**config.mk**
```make
export PLATFORM = sky130hd
export DESIGN_NAME = second_chance_cache_set
export DESIGN_NICKNAME = d
export VERILOG_FILES = /design/src/rtl/scc_pkg.sv /design/src/rtl/second_chance_cache_set.sv
export SDC_FILE = /design/constraint.sdc
export NUM_CORES = 2
export LEC_CHECK = 0
export ABC_AREA = 1
export BUFFER_PORTS_ARGS = -buffer_cell sky130_fd_sc_hd__buf_2
export CORE_ASPECT_RATIO = 1.4
export CORE_MARGIN = 1.5
export CORE_UTILIZATION = 57
export CTS_BUF_LIST = sky130_fd_sc_hd__clkbuf_4 sky130_fd_sc_hd__clkbuf_8
export DETAILED_ROUTE_END_ITERATION = 8
export PLACE_DENSITY = 0.74
export SLEW_MARGIN = 20
export SYNTH_ARGS = -nofsm -noshare
export SYNTH_HDL_FRONTEND = slang
export SYNTH_SLANG_ARGS = --single-unit
```
**constraint.sdc**
```tcl
create_clock -name clk_i -period 14 [get_ports clk_i]
set_input_delay 0.7 -clock clk_i [delete_from_list [all_inputs] [get_ports clk_i]]
set_output_delay 0.7 -clock clk_i [all_outputs]
set_load 0.05 [all_outputs]
```
**src/rtl/scc_pkg.sv**
```systemverilog
`timescale 1ns / 1ps
// ----------------------------------------------------------------------------
// Second chance cache set package
// Shared widths, command codes and the microcode program of the set sequencer.
// ----------------------------------------------------------------------------
package scc_pkg;

  localparam int DEF_CAPACITY   = 8;
  localparam int DEF_KEY_BITS   = 64;
  localparam int DEF_VALUE_BITS = 64;

  localparam int DATA_W      = 64;
  localparam int CMD_W       = 2;
  localparam int SET_SIZE_W  = 4;
  localparam int OUT_CNT_W   = 4;
  localparam int IN_TDATA_W  = 2 * DATA_W;
  localparam int OUT_TDATA_W = 72;
  localparam int OUT_PAD_W   = OUT_TDATA_W - DATA_W - OUT_CNT_W;

  localparam logic [SET_SIZE_W-1:0] SET_SIZE_RST = 4'd8;

  typedef enum logic [CMD_W-1:0] {
    CMD_GET    = 2'd0,
    CMD_PUT    = 2'd1,
    CMD_DELETE = 2'd2,
    CMD_CLEAR  = 2'd3
  } cmd_e;

  typedef enum logic [3:0] {
    OP_NONE,
    OP_LATCH,
    OP_READ_KEY,
    OP_COMPARE,
    OP_REF_READ_VAL,
    OP_TAKE_VAL,
    OP_MARK_MISS,
    OP_WRITE_VAL,
    OP_CLEAR,
    OP_WALK_INIT,
    OP_WALK_STEP,
    OP_READ_NEXT,
    OP_SHIFT,
    OP_DEC_COUNT,
    OP_APPEND,
    OP_OUTPUT
  } uop_e;

  typedef enum logic [3:0] {
    COND_ALWAYS,
    COND_NO_INPUT,
    COND_I_GE_COUNT,
    COND_NO_MATCH,
    COND_DISPATCH,
    COND_OUT_BUSY,
    COND_ROOM,
    COND_REF_SET,
    COND_LAST_SLOT,
    COND_IS_PUT
  } cond_e;

  localparam int PC_W = 5;

  localparam logic [PC_W-1:0] A_RESULT   = 5'd0;
  localparam logic [PC_W-1:0] A_IDLE     = 5'd1;
  localparam logic [PC_W-1:0] A_SRCH     = 5'd2;
  localparam logic [PC_W-1:0] A_CMP      = 5'd3;
  localparam logic [PC_W-1:0] A_DISPATCH = 5'd4;
  localparam logic [PC_W-1:0] A_GET_HIT  = 5'd5;
  localparam logic [PC_W-1:0] A_GET_VAL  = 5'd6;
  localparam logic [PC_W-1:0] A_MISS     = 5'd7;
  localparam logic [PC_W-1:0] A_PUT_HIT  = 5'd8;
  localparam logic [PC_W-1:0] A_CLEAR    = 5'd9;
  localparam logic [PC_W-1:0] A_EVICT    = 5'd10;
  localparam logic [PC_W-1:0] A_WALK     = 5'd11;
  localparam logic [PC_W-1:0] A_RM_LOOP  = 5'd12;
  localparam logic [PC_W-1:0] A_RM_SHIFT = 5'd13;
  localparam logic [PC_W-1:0] A_RM_END   = 5'd14;
  localparam logic [PC_W-1:0] A_RM_RET   = 5'd15;
  localparam logic [PC_W-1:0] A_APPEND   = 5'd16;

  typedef struct packed {
    logic            accept;
    uop_e            op;
    cond_e           cond;
    logic [PC_W-1:0] target;
  } uword_t;

  // Each step but dispatch jumps to target if cond holds, else falls through.
  function automatic uword_t ucode(logic [PC_W-1:0] addr);
    uword_t w;
    case (addr)
      A_RESULT:   w = '{1'b0, OP_OUTPUT,       COND_OUT_BUSY,   A_RESULT};
      A_IDLE:     w = '{1'b1, OP_LATCH,        COND_NO_INPUT,   A_IDLE};
      A_SRCH:     w = '{1'b0, OP_READ_KEY,     COND_I_GE_COUNT, A_DISPATCH};
      A_CMP:      w = '{1'b0, OP_COMPARE,      COND_NO_MATCH,   A_SRCH};
      A_DISPATCH: w = '{1'b0, OP_NONE,         COND_DISPATCH,   A_IDLE};
      A_GET_HIT:  w = '{1'b0, OP_REF_READ_VAL, COND_ALWAYS,     A_GET_VAL};
      A_GET_VAL:  w = '{1'b0, OP_TAKE_VAL,     COND_ALWAYS,     A_RESULT};
      A_MISS:     w = '{1'b0, OP_MARK_MISS,    COND_ALWAYS,     A_RESULT};
      A_PUT_HIT:  w = '{1'b0, OP_WRITE_VAL,    COND_ALWAYS,     A_RESULT};
      A_CLEAR:    w = '{1'b0, OP_CLEAR,        COND_ALWAYS,     A_RESULT};
      A_EVICT:    w = '{1'b0, OP_WALK_INIT,    COND_ROOM,       A_APPEND};
      A_WALK:     w = '{1'b0, OP_WALK_STEP,    COND_REF_SET,    A_WALK};
      A_RM_LOOP:  w = '{1'b0, OP_READ_NEXT,    COND_LAST_SLOT,  A_RM_END};
      A_RM_SHIFT: w = '{1'b0, OP_SHIFT,        COND_ALWAYS,     A_RM_LOOP};
      A_RM_END:   w = '{1'b0, OP_DEC_COUNT,    COND_IS_PUT,     A_EVICT};
      A_RM_RET:   w = '{1'b0, OP_NONE,         COND_ALWAYS,     A_RESULT};
      A_APPEND:   w = '{1'b0, OP_APPEND,       COND_ALWAYS,     A_RESULT};
      default:    w = '{1'b0, OP_NONE,         COND_ALWAYS,     A_IDLE};
    endcase
    return w;
  endfunction

  function automatic logic [PC_W-1:0] dispatch_pc(cmd_e cmd, logic hit);
    logic [PC_W-1:0] pc;
    case (cmd)
      CMD_GET:    pc = hit ? A_GET_HIT : A_MISS;
      CMD_PUT:    pc = hit ? A_PUT_HIT : A_EVICT;
      CMD_DELETE: pc = hit ? A_RM_LOOP : A_MISS;
      CMD_CLEAR:  pc = A_CLEAR;
      default:    pc = A_CLEAR;
    endcase
    return pc;
  endfunction

endpackage

```
**src/rtl/second_chance_cache_set.sv**
```systemverilog
`timescale 1ns / 1ps
// ----------------------------------------------------------------------------
// Second chance cache set
// Fully associative set of key/value entries in insertion order with
// second chance eviction, run by a microcoded sequencer over key and value
// memories and a row of reference bit flops.
// ----------------------------------------------------------------------------
//  Channel   Direction  Handshake                 Contents
//  s_axis    in         s_axis_tvalid/tready      command, key, new_value
//  m_axis    out        m_axis_tvalid/tready      status, read_value, count
//  cfg       in         cfg_valid_i/cfg_ready_o   set_size
//
// Each item reads and compares one key per entry searched; the next transfer
// is taken after the result is loaded into m_axis. A put that evicts walks
// the reference bits from slot 0, clearing set ones, then moves each entry
// after the victim down one slot. The single read port of the key and value
// memories serialises these steps. Reset empties the set at once. A result
// waiting on m_axis holds the sequencer at its output step.
// ----------------------------------------------------------------------------
module second_chance_cache_set #(
  parameter int CAPACITY   = scc_pkg::DEF_CAPACITY,
  parameter int KEY_BITS   = scc_pkg::DEF_KEY_BITS,
  parameter int VALUE_BITS = scc_pkg::DEF_VALUE_BITS
) (
  input  logic                               clk_i,
  input  logic                               rst_ni,
  input  logic                               s_axis_tvalid,
  output logic                               s_axis_tready,
  // Bits from low: key[63:0], new_value[127:64].
  input  logic [scc_pkg::IN_TDATA_W-1:0]     s_axis_tdata,
  // Bits from low: command[1:0].
  input  logic [scc_pkg::CMD_W-1:0]          s_axis_tuser,
  output logic                               m_axis_tvalid,
  input  logic                               m_axis_tready,
  // Bits from low: read_value[63:0], entry_count_out[67:64], zero pad.
  output logic [scc_pkg::OUT_TDATA_W-1:0]    m_axis_tdata,
  // Bits from low: status[0].
  output logic                               m_axis_tuser,
  input  logic                               cfg_valid_i,
  output logic                               cfg_ready_o,
  input  logic [scc_pkg::SET_SIZE_W-1:0]     cfg_data_i
);
  import scc_pkg::*;

  localparam int CW = $clog2(CAPACITY + 1);
  localparam int IW = $clog2(CAPACITY);

  logic [PC_W-1:0]       pc_q, pc_d;
  uword_t                uw;
  logic                  cond_hit;

  logic [SET_SIZE_W-1:0] set_size_q;
  logic [CW-1:0]         count_q, count_d;
  logic [CAPACITY-1:0]   ref_q, ref_d;
  logic                  hit_q, hit_d;
  logic [CW-1:0]         i_q, i_d;
  logic [IW-1:0]         pos_q, pos_d;
  logic [CW-1:0]         pos_inc;
  logic [CW-1:0]         lim;

  cmd_e                  cmd_q, cmd_d;
  logic [KEY_BITS-1:0]   key_q, key_d;
  logic [VALUE_BITS-1:0] val_q, val_d;
  logic                  status_q, status_d;
  logic [VALUE_BITS-1:0] rv_q, rv_d;

  logic                  m_valid_q, m_valid_d;
  logic                  m_status_q;
  logic [VALUE_BITS-1:0] m_rv_q;
  logic [OUT_CNT_W-1:0]  m_cnt_q;
  logic                  out_busy, out_load;

  logic [KEY_BITS-1:0]   key_mem [CAPACITY];
  logic [VALUE_BITS-1:0] val_mem [CAPACITY];
  logic [KEY_BITS-1:0]   key_rd_q, key_wdata;
  logic [VALUE_BITS-1:0] val_rd_q, val_wdata;
  logic                  key_we, val_we, mem_re;
  logic [IW-1:0]         mem_waddr, mem_raddr;

  assign uw            = ucode(pc_q);
  assign s_axis_tready = uw.accept;
  assign cfg_ready_o   = 1'b1;
  assign out_busy      = m_valid_q && !m_axis_tready;
  assign out_load      = (uw.op == OP_OUTPUT) && !out_busy;
  assign pos_inc       = CW'(pos_q) + CW'(1);

  always_comb begin
    if (int'(set_size_q) >= CAPACITY) begin
      lim = CW'(CAPACITY);
    end else if (set_size_q < SET_SIZE_W'(2)) begin
      lim = CW'(2);
    end else begin
      lim = CW'(set_size_q);
    end
  end

  always_comb begin
    case (uw.cond)
      COND_ALWAYS:     cond_hit = 1'b1;
      COND_NO_INPUT:   cond_hit = !s_axis_tvalid;
      COND_I_GE_COUNT: cond_hit = (i_q >= count_q);
      COND_NO_MATCH:   cond_hit = (key_rd_q != key_q);
      COND_OUT_BUSY:   cond_hit = out_busy;
      COND_ROOM:       cond_hit = (count_q < lim);
      COND_REF_SET:    cond_hit = ref_q[pos_q];
      COND_LAST_SLOT:  cond_hit = (pos_inc >= count_q);
      COND_IS_PUT:     cond_hit = (cmd_q == CMD_PUT);
      default:         cond_hit = 1'b0;
    endcase
    if (uw.cond == COND_DISPATCH) begin
      pc_d = dispatch_pc(cmd_q, hit_q);
    end else if (cond_hit) begin
      pc_d = uw.target;
    end else begin
      pc_d = pc_q + PC_W'(1);
    end
  end

  always_comb begin
    cmd_d     = cmd_q;
    key_d     = key_q;
    val_d     = val_q;
    status_d  = status_q;
    rv_d      = rv_q;
    count_d   = count_q;
    ref_d     = ref_q;
    hit_d     = hit_q;
    i_d       = i_q;
    pos_d     = pos_q;
    key_we    = 1'b0;
    val_we    = 1'b0;
    mem_re    = 1'b0;
    mem_waddr = pos_q;
    mem_raddr = pos_q;
    key_wdata = key_q;
    val_wdata = val_q;
    case (uw.op)
      OP_LATCH: begin
        if (s_axis_tvalid) begin
          cmd_d    = cmd_e'(s_axis_tuser);
          key_d    = s_axis_tdata[KEY_BITS-1:0];
          val_d    = s_axis_tdata[DATA_W+VALUE_BITS-1:DATA_W];
          status_d = 1'b0;
          rv_d     = '0;
          hit_d    = 1'b0;
          i_d      = '0;
        end
      end
      OP_READ_KEY: begin
        mem_re    = (i_q < count_q);
        mem_raddr = i_q[IW-1:0];
      end
      OP_COMPARE: begin
        if (key_rd_q == key_q) begin
          hit_d = 1'b1;
          pos_d = i_q[IW-1:0];
        end else begin
          i_d = i_q + CW'(1);
        end
      end
      OP_REF_READ_VAL: begin
        ref_d[pos_q] = 1'b1;
        mem_re       = 1'b1;
      end
      OP_TAKE_VAL: rv_d = val_rd_q;
      OP_MARK_MISS: status_d = 1'b1;
      OP_WRITE_VAL: val_we = 1'b1;
      OP_CLEAR: begin
        ref_d   = '0;
        count_d = '0;
      end
      OP_WALK_INIT: pos_d = '0;
      OP_WALK_STEP: begin
        if (ref_q[pos_q]) begin
          ref_d[pos_q] = 1'b0;
          pos_d        = (pos_inc >= count_q) ? '0 : pos_inc[IW-1:0];
        end
      end
      OP_READ_NEXT: begin
        mem_re    = 1'b1;
        mem_raddr = pos_inc[IW-1:0];
      end
      OP_SHIFT: begin
        key_we       = 1'b1;
        val_we       = 1'b1;
        key_wdata    = key_rd_q;
        val_wdata    = val_rd_q;
        ref_d[pos_q] = ref_q[pos_inc[IW-1:0]];
        pos_d        = pos_inc[IW-1:0];
      end
      OP_DEC_COUNT: begin
        count_d                 = count_q - CW'(1);
        ref_d[count_d[IW-1:0]]  = 1'b0;
      end
      OP_APPEND: begin
        key_we                  = 1'b1;
        val_we                  = 1'b1;
        mem_waddr               = count_q[IW-1:0];
        ref_d[count_q[IW-1:0]]  = 1'b0;
        count_d                 = count_q + CW'(1);
      end
      default: begin
      end
    endcase
  end

  always_comb begin
    m_valid_d = m_valid_q;
    if (out_load) begin
      m_valid_d = 1'b1;
    end else if (m_axis_tready) begin
      m_valid_d = 1'b0;
    end
  end

  always_ff @(posedge clk_i or negedge rst_ni) begin
    if (!rst_ni) begin
      pc_q       <= A_IDLE;
      set_size_q <= SET_SIZE_RST;
      count_q    <= '0;
      ref_q      <= '0;
      hit_q      <= 1'b0;
      i_q        <= '0;
      pos_q      <= '0;
      m_valid_q  <= 1'b0;
    end else begin
      pc_q      <= pc_d;
      count_q   <= count_d;
      ref_q     <= ref_d;
      hit_q     <= hit_d;
      i_q       <= i_d;
      pos_q     <= pos_d;
      m_valid_q <= m_valid_d;
      if (cfg_valid_i) begin
        set_size_q <= cfg_data_i;
      end
    end
  end

  always_ff @(posedge clk_i) begin
    cmd_q    <= cmd_d;
    key_q    <= key_d;
    val_q    <= val_d;
    status_q <= status_d;
    rv_q     <= rv_d;
    if (out_load) begin
      m_status_q <= status_q;
      m_rv_q     <= rv_q;
      m_cnt_q    <= OUT_CNT_W'(count_q);
    end
  end

  always_ff @(posedge clk_i) begin
    if (key_we) begin
      key_mem[mem_waddr] <= key_wdata;
    end
    if (val_we) begin
      val_mem[mem_waddr] <= val_wdata;
    end
    if (mem_re) begin
      key_rd_q <= key_mem[mem_raddr];
      val_rd_q <= val_mem[mem_raddr];
    end
  end

  assign m_axis_tvalid = m_valid_q;
  assign m_axis_tuser  = m_status_q;
  assign m_axis_tdata  = {{OUT_PAD_W{1'b0}}, m_cnt_q, DATA_W'(m_rv_q)};

  a_count_bound: assert property (@(posedge clk_i) disable iff (!rst_ni)
    int'(count_q) <= CAPACITY)
    else $error("Entry count exceeds the capacity.");

  a_accept_starts_search: assert property (@(posedge clk_i) disable iff (!rst_ni)
    s_axis_tvalid && s_axis_tready |=> pc_q == A_SRCH)
    else $error("An accepted transfer did not start the search.");

  a_walk_nonempty: assert property (@(posedge clk_i) disable iff (!rst_ni)
    pc_q == A_WALK |-> count_q != '0)
    else $error("Eviction walk runs over an empty set.");

  a_shift_in_range: assert property (@(posedge clk_i) disable iff (!rst_ni)
    pc_q == A_RM_SHIFT |-> pos_inc < count_q)
    else $error("Compaction moves an entry from beyond the count.");

  a_result_held: assert property (@(posedge clk_i) disable iff (!rst_ni)
    pc_q == A_RESULT && out_busy |=> pc_q == A_RESULT)
    else $error("Sequencer left the output step while a result was held.");

endmodule

```
* Word level (Yosys, flattened, before mapping)
Memories as Yosys holds them, arrays and structs flattened. A register that Yosys moved wholly into a read port is not among the register bits.
Cells that the tools add are included.
W data, S select, Z words.
** Storage, ports and cells
- Register bits :: 294
- Memory bits (writable) :: 1024
- Bits in read-only memories :: 448
- Input bits :: 139
- Output and inout bits :: 76
- Logic and storage cells :: 153
- Memories kept :: 3
** Memories
- key_mem :: words 8, width 64, rd ports 1, clocked after memory_dff 1, write ports 1, line second_chance_cache_set.sv:73 : logic [KEY_BITS-1:0] key_mem [CAPACITY];
- val_mem :: words 8, width 64, rd ports 1, clocked after memory_dff 1, write ports 1, line second_chance_cache_set.sv:74 : logic [VALUE_BITS-1:0] val_mem [CAPACITY];
- (no name shown) :: words 32, width 14, rd ports 1, clocked after memory_dff 0, write ports 0, line scc_pkg.sv:91 : case (addr)
** Cells by class
- Add/subtract/negate cells :: 5
- Order comparisons :: 13
- Equal/unequal tests :: 33
- Mux-type cells :: 49
- Bitwise gates (word level) :: 7
- Reduce and logical (&&, ||, !) cells :: 27
** Operator list (count)
- $mux W64 :: 3
- $pmux W64 S2 :: 1
- $eq A64 B64 Y1 :: 1
- $ne A64 B64 Y1 :: 1
- $pmux W8 S6 :: 1
- $eq A4 B4 Y1 const B :: 10
- $eq A4 B3 Y1 const B :: 8
- $and A8 B8 Y8 :: 3
- $not A8 Y8 :: 3
- $mux W4 :: 5
- $pmux W5 S4 :: 1
- $eq A4 B2 Y1 const B :: 4
- $lt A3 B4 Y1 const B :: 4
- $mux W1 :: 15
- $mux W3 :: 4
- $pmux W3 S4 :: 1
- $pmux W4 S3 :: 1
- $mux W5 :: 2
- $demux W1 S3 :: 3
- $ge A3 B1 Y1 const B :: 3
- $pmux W1 S9 :: 1
- $reduce_and A3 Y1 :: 3
- $add A4 B1 Y4 const B :: 2
- $bwmux W8 :: 1
- other kinds (29) :: 53

* Depth between registers and ports, before layout
- Word-level depth :: 8
- Gate-level depth with buffers :: 20
- Gate-level depth less buffers :: 18

* Least setup slack after synthesis
No wires, ideal clock.
- Kind :: flip-flop to flip-flop
- Start point :: register pc_q[0]
- End point :: register rv_q[0] (enable)
- Setup time :: 424 ps
- Arrival :: 9298 ps
- Data required time :: 13576 ps
- Path slack :: 4279 ps
- Stages on the path, launching flop included :: 12
- Buffers on the path :: 0
- Period minus slack after synthesis :: 9721 ps
- Cell sequence :: dfstp_2 inv_1 ha_1 o211ai_1 nand2_1 nand2_1 nand2_2 a211oi_1 nand2_1 nor2_1 inv_1 nand2_1
** Between the ends
- Longest elaborated chain between the ends :: 4
- Elaborated cells between the ends (all ways) :: 6
- Those cells by class :: eq/ne: 3; reduce/logical: 2; memory: 1
** Ends and longest elaborated chain
- start: declaration :: line second_chance_cache_set.sv:48 : logic [PC_W-1:0] pc_q, pc_d;
- start signal: assignment :: line second_chance_cache_set.sv:227 : pc_q <= pc_d;
- $mem_v2 Z32 W14 *
- $eq A4 B1 Y1 or $eq A4 B3 Y1 (tied branches) :: line second_chance_cache_set.sv:137 : case (uw.op)
- $ne A2 B2 Y1 (no source line) or $reduce_bool A2 Y1 (tied branches)
- $reduce_and A2 Y1 (no source line) *
- end signal: assignment :: line second_chance_cache_set.sv:245 : rv_q <= rv_d;
- end: declaration :: line second_chance_cache_set.sv:65 : logic [VALUE_BITS-1:0] rv_q, rv_d;
Mark *: on every way between the ends. The rest lies on a longest branch, timed or not.
A chain may end at the register's enable or synchronous reset.

* Worst setup path in the final report
- Start point :: register pc_q[0]
- End point :: register val_rd_q[43] (read register of val_mem), data pin
** Between the ends
- Longest elaborated chain between the ends :: 4
- Elaborated cells between the ends (all ways) :: 7
- Those cells by class :: eq/ne: 3; mux: 2; reduce/logical: 1; memory: 1
** Ends and longest elaborated chain
- $mem_v2 Z32 W14 *
- $eq A4 B4 Y1 or $eq A4 B3 Y1 (tied branches) :: line second_chance_cache_set.sv:137
- $reduce_or A2 Y1 (no source line)
- $pmux W1 S2 :: line second_chance_cache_set.sv:137
- end: declaration :: line second_chance_cache_set.sv:76 : logic [VALUE_BITS-1:0] val_rd_q, val_wdata;
Marks and branches as above.

==> flow_summary.ini <==
[pwr]
p_per_area_nw_per_um2 = 247
seq_power_share = 0.384
clockPowerShare = 0.193
leakagePower_nw = 30.9
switching_power_mw = 7.37
p_total_mw = 17.6
p_comb_frac = 0.423
cellInternalPower_mw = 10.2
ir_drop_uv = 366
swShare = 0.419

[placement]
pre_cts_ws_ns = 8.17
gp_congestion = 0.831
post-dp-hpwl_mm = 74.7
portBuffers = 209

[timing]
fin_worst_skew_ns = 0.0552
fin_crit_ns = 5.91
slew_violations = 0
fmax_ghz = 0.169
final.setup.tns_ns = 0
slew_headroom = 0.165
min_period_over_period = 0.422
rsz0062_at_grt = no
timing.final.ws_setup_ns = 8.09
tightestPinTransition_ns = 1.24
hold_violations = 0
setup_viol = 0

[synth]
synth_top_cell_by_area = edfxtp_1
synth.distinct_cells = 45
synth-seq-cells = 1446
syn_avg_cell_area_sq_um = 10.5
syn-instance-count = 6063
synth-edff-count = 1416
synth.area.top_cells = edfxtp_1, nand2_1, nand3_1
yosysWarningCount = 0
syn_area_sq_um = 63400
async_reset_ff_frac = 0.0207
synthFlopType = edfxtp_1
synth_top_area_share = 0.671
ys_seq_area_frac = 0.683

[floorplanning]
fp.dieH_um = 398
core_area_sq_um = 110000
die_w_um = 285
dieArea_sq_um = 113000
start_util = 0.576
rows = 144
ios = 215

[global_routing]
met1_usage = 0.309
overflow = 0
grt_pass1_wl_mm = 224
grt_max_degree = 224
busiest_layer = met2
grt_util_met3 = 0.0389
use_met2 = 0.451
grt_usage = 0.256
grt_pass1_vias = 41771
antenna_found_initial = 2

[critical_path]
worstSetupEndpointType = flop
arrival_ns = 6.58
r2r_cells = 18
cp_max_fo = 156
crit_path_top_delay_cell = nand2_8
required_ns = 14.67
critical-path-top-delay-family = simple AND/OR/NAND/NOR gates
cp_num_cells = 18
start_kind = flop
critical-path-max-stage-delay_ns = 1.01
worst_path_most_repeated_cell = nand2_1
crit_type = flop to flop
crit_chain = inv_1 -> ha_1 -> nor2_1 -> nor2_1 -> o21ai_1 -> nand2_1 -> inv_2 -> nor2_4 -> nand2_2 -> nand3_4 -> nand2_8 -> buf_4 -> buf_4 -> nand2_1 -> nand3_1 -> nand2_1 -> nand2_1 -> nand2_1
critPathBufInv = 4

[routing]
via_per_inst = 5.34
num_vias = 42714
drt_pass1_iterations = 5
drt_iter0_drc = 3714
postRouteAntennaNets = 0
wirelength_mm = 145
wl_per_cell_um = 18.2
drcViolationCount = 0

[clocking]
clkTransAtPathRegs_ns = 0.06
cts_buffer_depth = 3
clock-sinks = 1446
clkLatencyLatePin_ns = 0.92
cts_resized = 0
cts_made_buffers = 207
htree_levels = 4
cts_root_buffer = clkbuf_8
cts_tree = done

[final_layout]
drive_gt1_frac = 0.0966
nets = 6529
final_util = 0.645
syn_to_final_growth_pct = 12.0

[run_status]
status = finished clean

[min_path]
hold_depth = 2
hp-class = input pin to flop

[job]
maxCapViolCount = 0
state kept, by name (all words and copies together) (netlist names):
name,cells
key_q,64
m_axis_tvalid,1
hit_q,1
ref_q,8
count_q,4
pc_q,5
cmd_q,2
i_q,4
status_q,1
rv_q,64
key_mem,512
m_axis_tuser,1
key_rd_q,64
val_mem,512
val_rd_q,64
set_size_q,4
m_cnt_q,4
pos_q,3
m_rv_q,64
val_q,64
power groups by stage:
stage	combinational [mW]	clock [mW]	sequential, mW
2_1_floorplan	5.45	0	6.88
3_3_place_gp	7.11	0	6.82
3_5_place_dp	7.32	0	6.83
4_1_cts	7.39	3.45	6.75
5_1_grt	8.31	3.62	6.81
6_report	7.43	3.39	6.75
final timing paths:
kind | startpoint | endpoint | slack, ns
setup reg to reg | pc_q[0] | val_rd_q[43] | 8.09
min in group asynchronous | rst_ni | count_q[2] | 0.42
max in group asynchronous | rst_ni | set_size_q[1] | 13.09
hold reg to reg | rv_q[7] | m_rv_q[7] | 0.41
hold / removal | cfg_valid_i | set_size_q[0] | 0.10
setup / recovery | pc_q[0] | val_rd_q[43] | 8.09
routing by layer:
| metal | share of wire | routed length [um] |
|---|---|---|
| met1 | 0.39 | 56300 |
| met2 | 0.51 | 73500 |
| met3 | 0.067 | 9740 |
| met4 | 0.039 | 5690 |
| met5 | 0 | 0 |
per-stage QoR:
step | hold slack (ns) | cells | instance area [sq um]
final | 0.101 | 7992 | 71000
after global placement | 0.401 | 7478 | 65400
after CTS | 0.0200 | 7989 | 71000
after detailed placement | 0.405 | 7478 | 65400
after global routing | 0.0664 | 7992 | 71000
after floorplan | 0.400 | 6066 | 63400
worst register-to-register path, stage by stage (launching register included):
cell and delay, ns:
dfstp_2 0.60, inv_1 0.14, ha_1 0.23, nor2_1 0.11, nor2_1 0.07, o21ai_1 0.10
nand2_1 0.20, inv_2 0.14, nor2_4 0.06, nand2_2 0.12, nand3_4 0.59, nand2_8 1.01
buf_4 0.89, buf_4 0.86, nand2_1 0.25, nand3_1 0.13, nand2_1 0.07, nand2_1 0.05
nand2_1 0.06
logic make-up after synthesis:
group,synth area share
mux,0.000178
simple gates,0.200
other cells,0.000118
fa+ha+maj,0.00454
xor+xnor,0.00221
buf+inv,0.0913
compound gates,0.0186
flops,0.683
layout by cell type, fill, tap and decap left out, types with 8 or more instances in the layout:
cell and instances:
dlygate4sd3_1 138, nor3_1 21, edfxtp_1 1416, xor2_1 14
inv_2 8, clkbuf_8 209, bufinv_16 15, inv_1 1131
ha_1 23, o21ai_0 153, nand3_1 927, buf_4 43
buf_2 209, nand2_1 1639, clkinv_1 59, o211ai_1 9
dfrtp_1 28, nand3b_1 129, nor2_4 24, nor2_1 151
a21oi_1 22, clkbuf_4 52, clkinv_2 25
cells in the mapped netlist (all sizes together), types with 3 or more instances:
cell    count
ha         23
nand4       3
a21oi      23
buf       229
o22ai       6
clkbuf     75
o211ai     10
nand2    1649
a31oi       3
or2         6
nor2      176
o21bai      7
o21ai     159
edfxtp   1416
dfrtp      28
nor3       21
nand3     929
inv      1140
nand3b    129
xor2       14
what timing repair did:
item / in CTS / in global routing
hold buffers: 138 / 0
endpoints found under the hold margin: 163 / 0
buffers inserted: 0 / 0
final cells by class:
class | instances | area [sq um]
sequential | 1446 | 43300
fill | 8208 | 39100
multi-input combinational | 3175 | 14500
inverter | 1141 | 4300
clock buffer | 261 | 3270
timing repair buffer | 396 | 2890
tap | 1460 | 1830
clock inverter | 112 | 918
antenna | 1 | 2.50
Power figures use the tool's default switching activity.
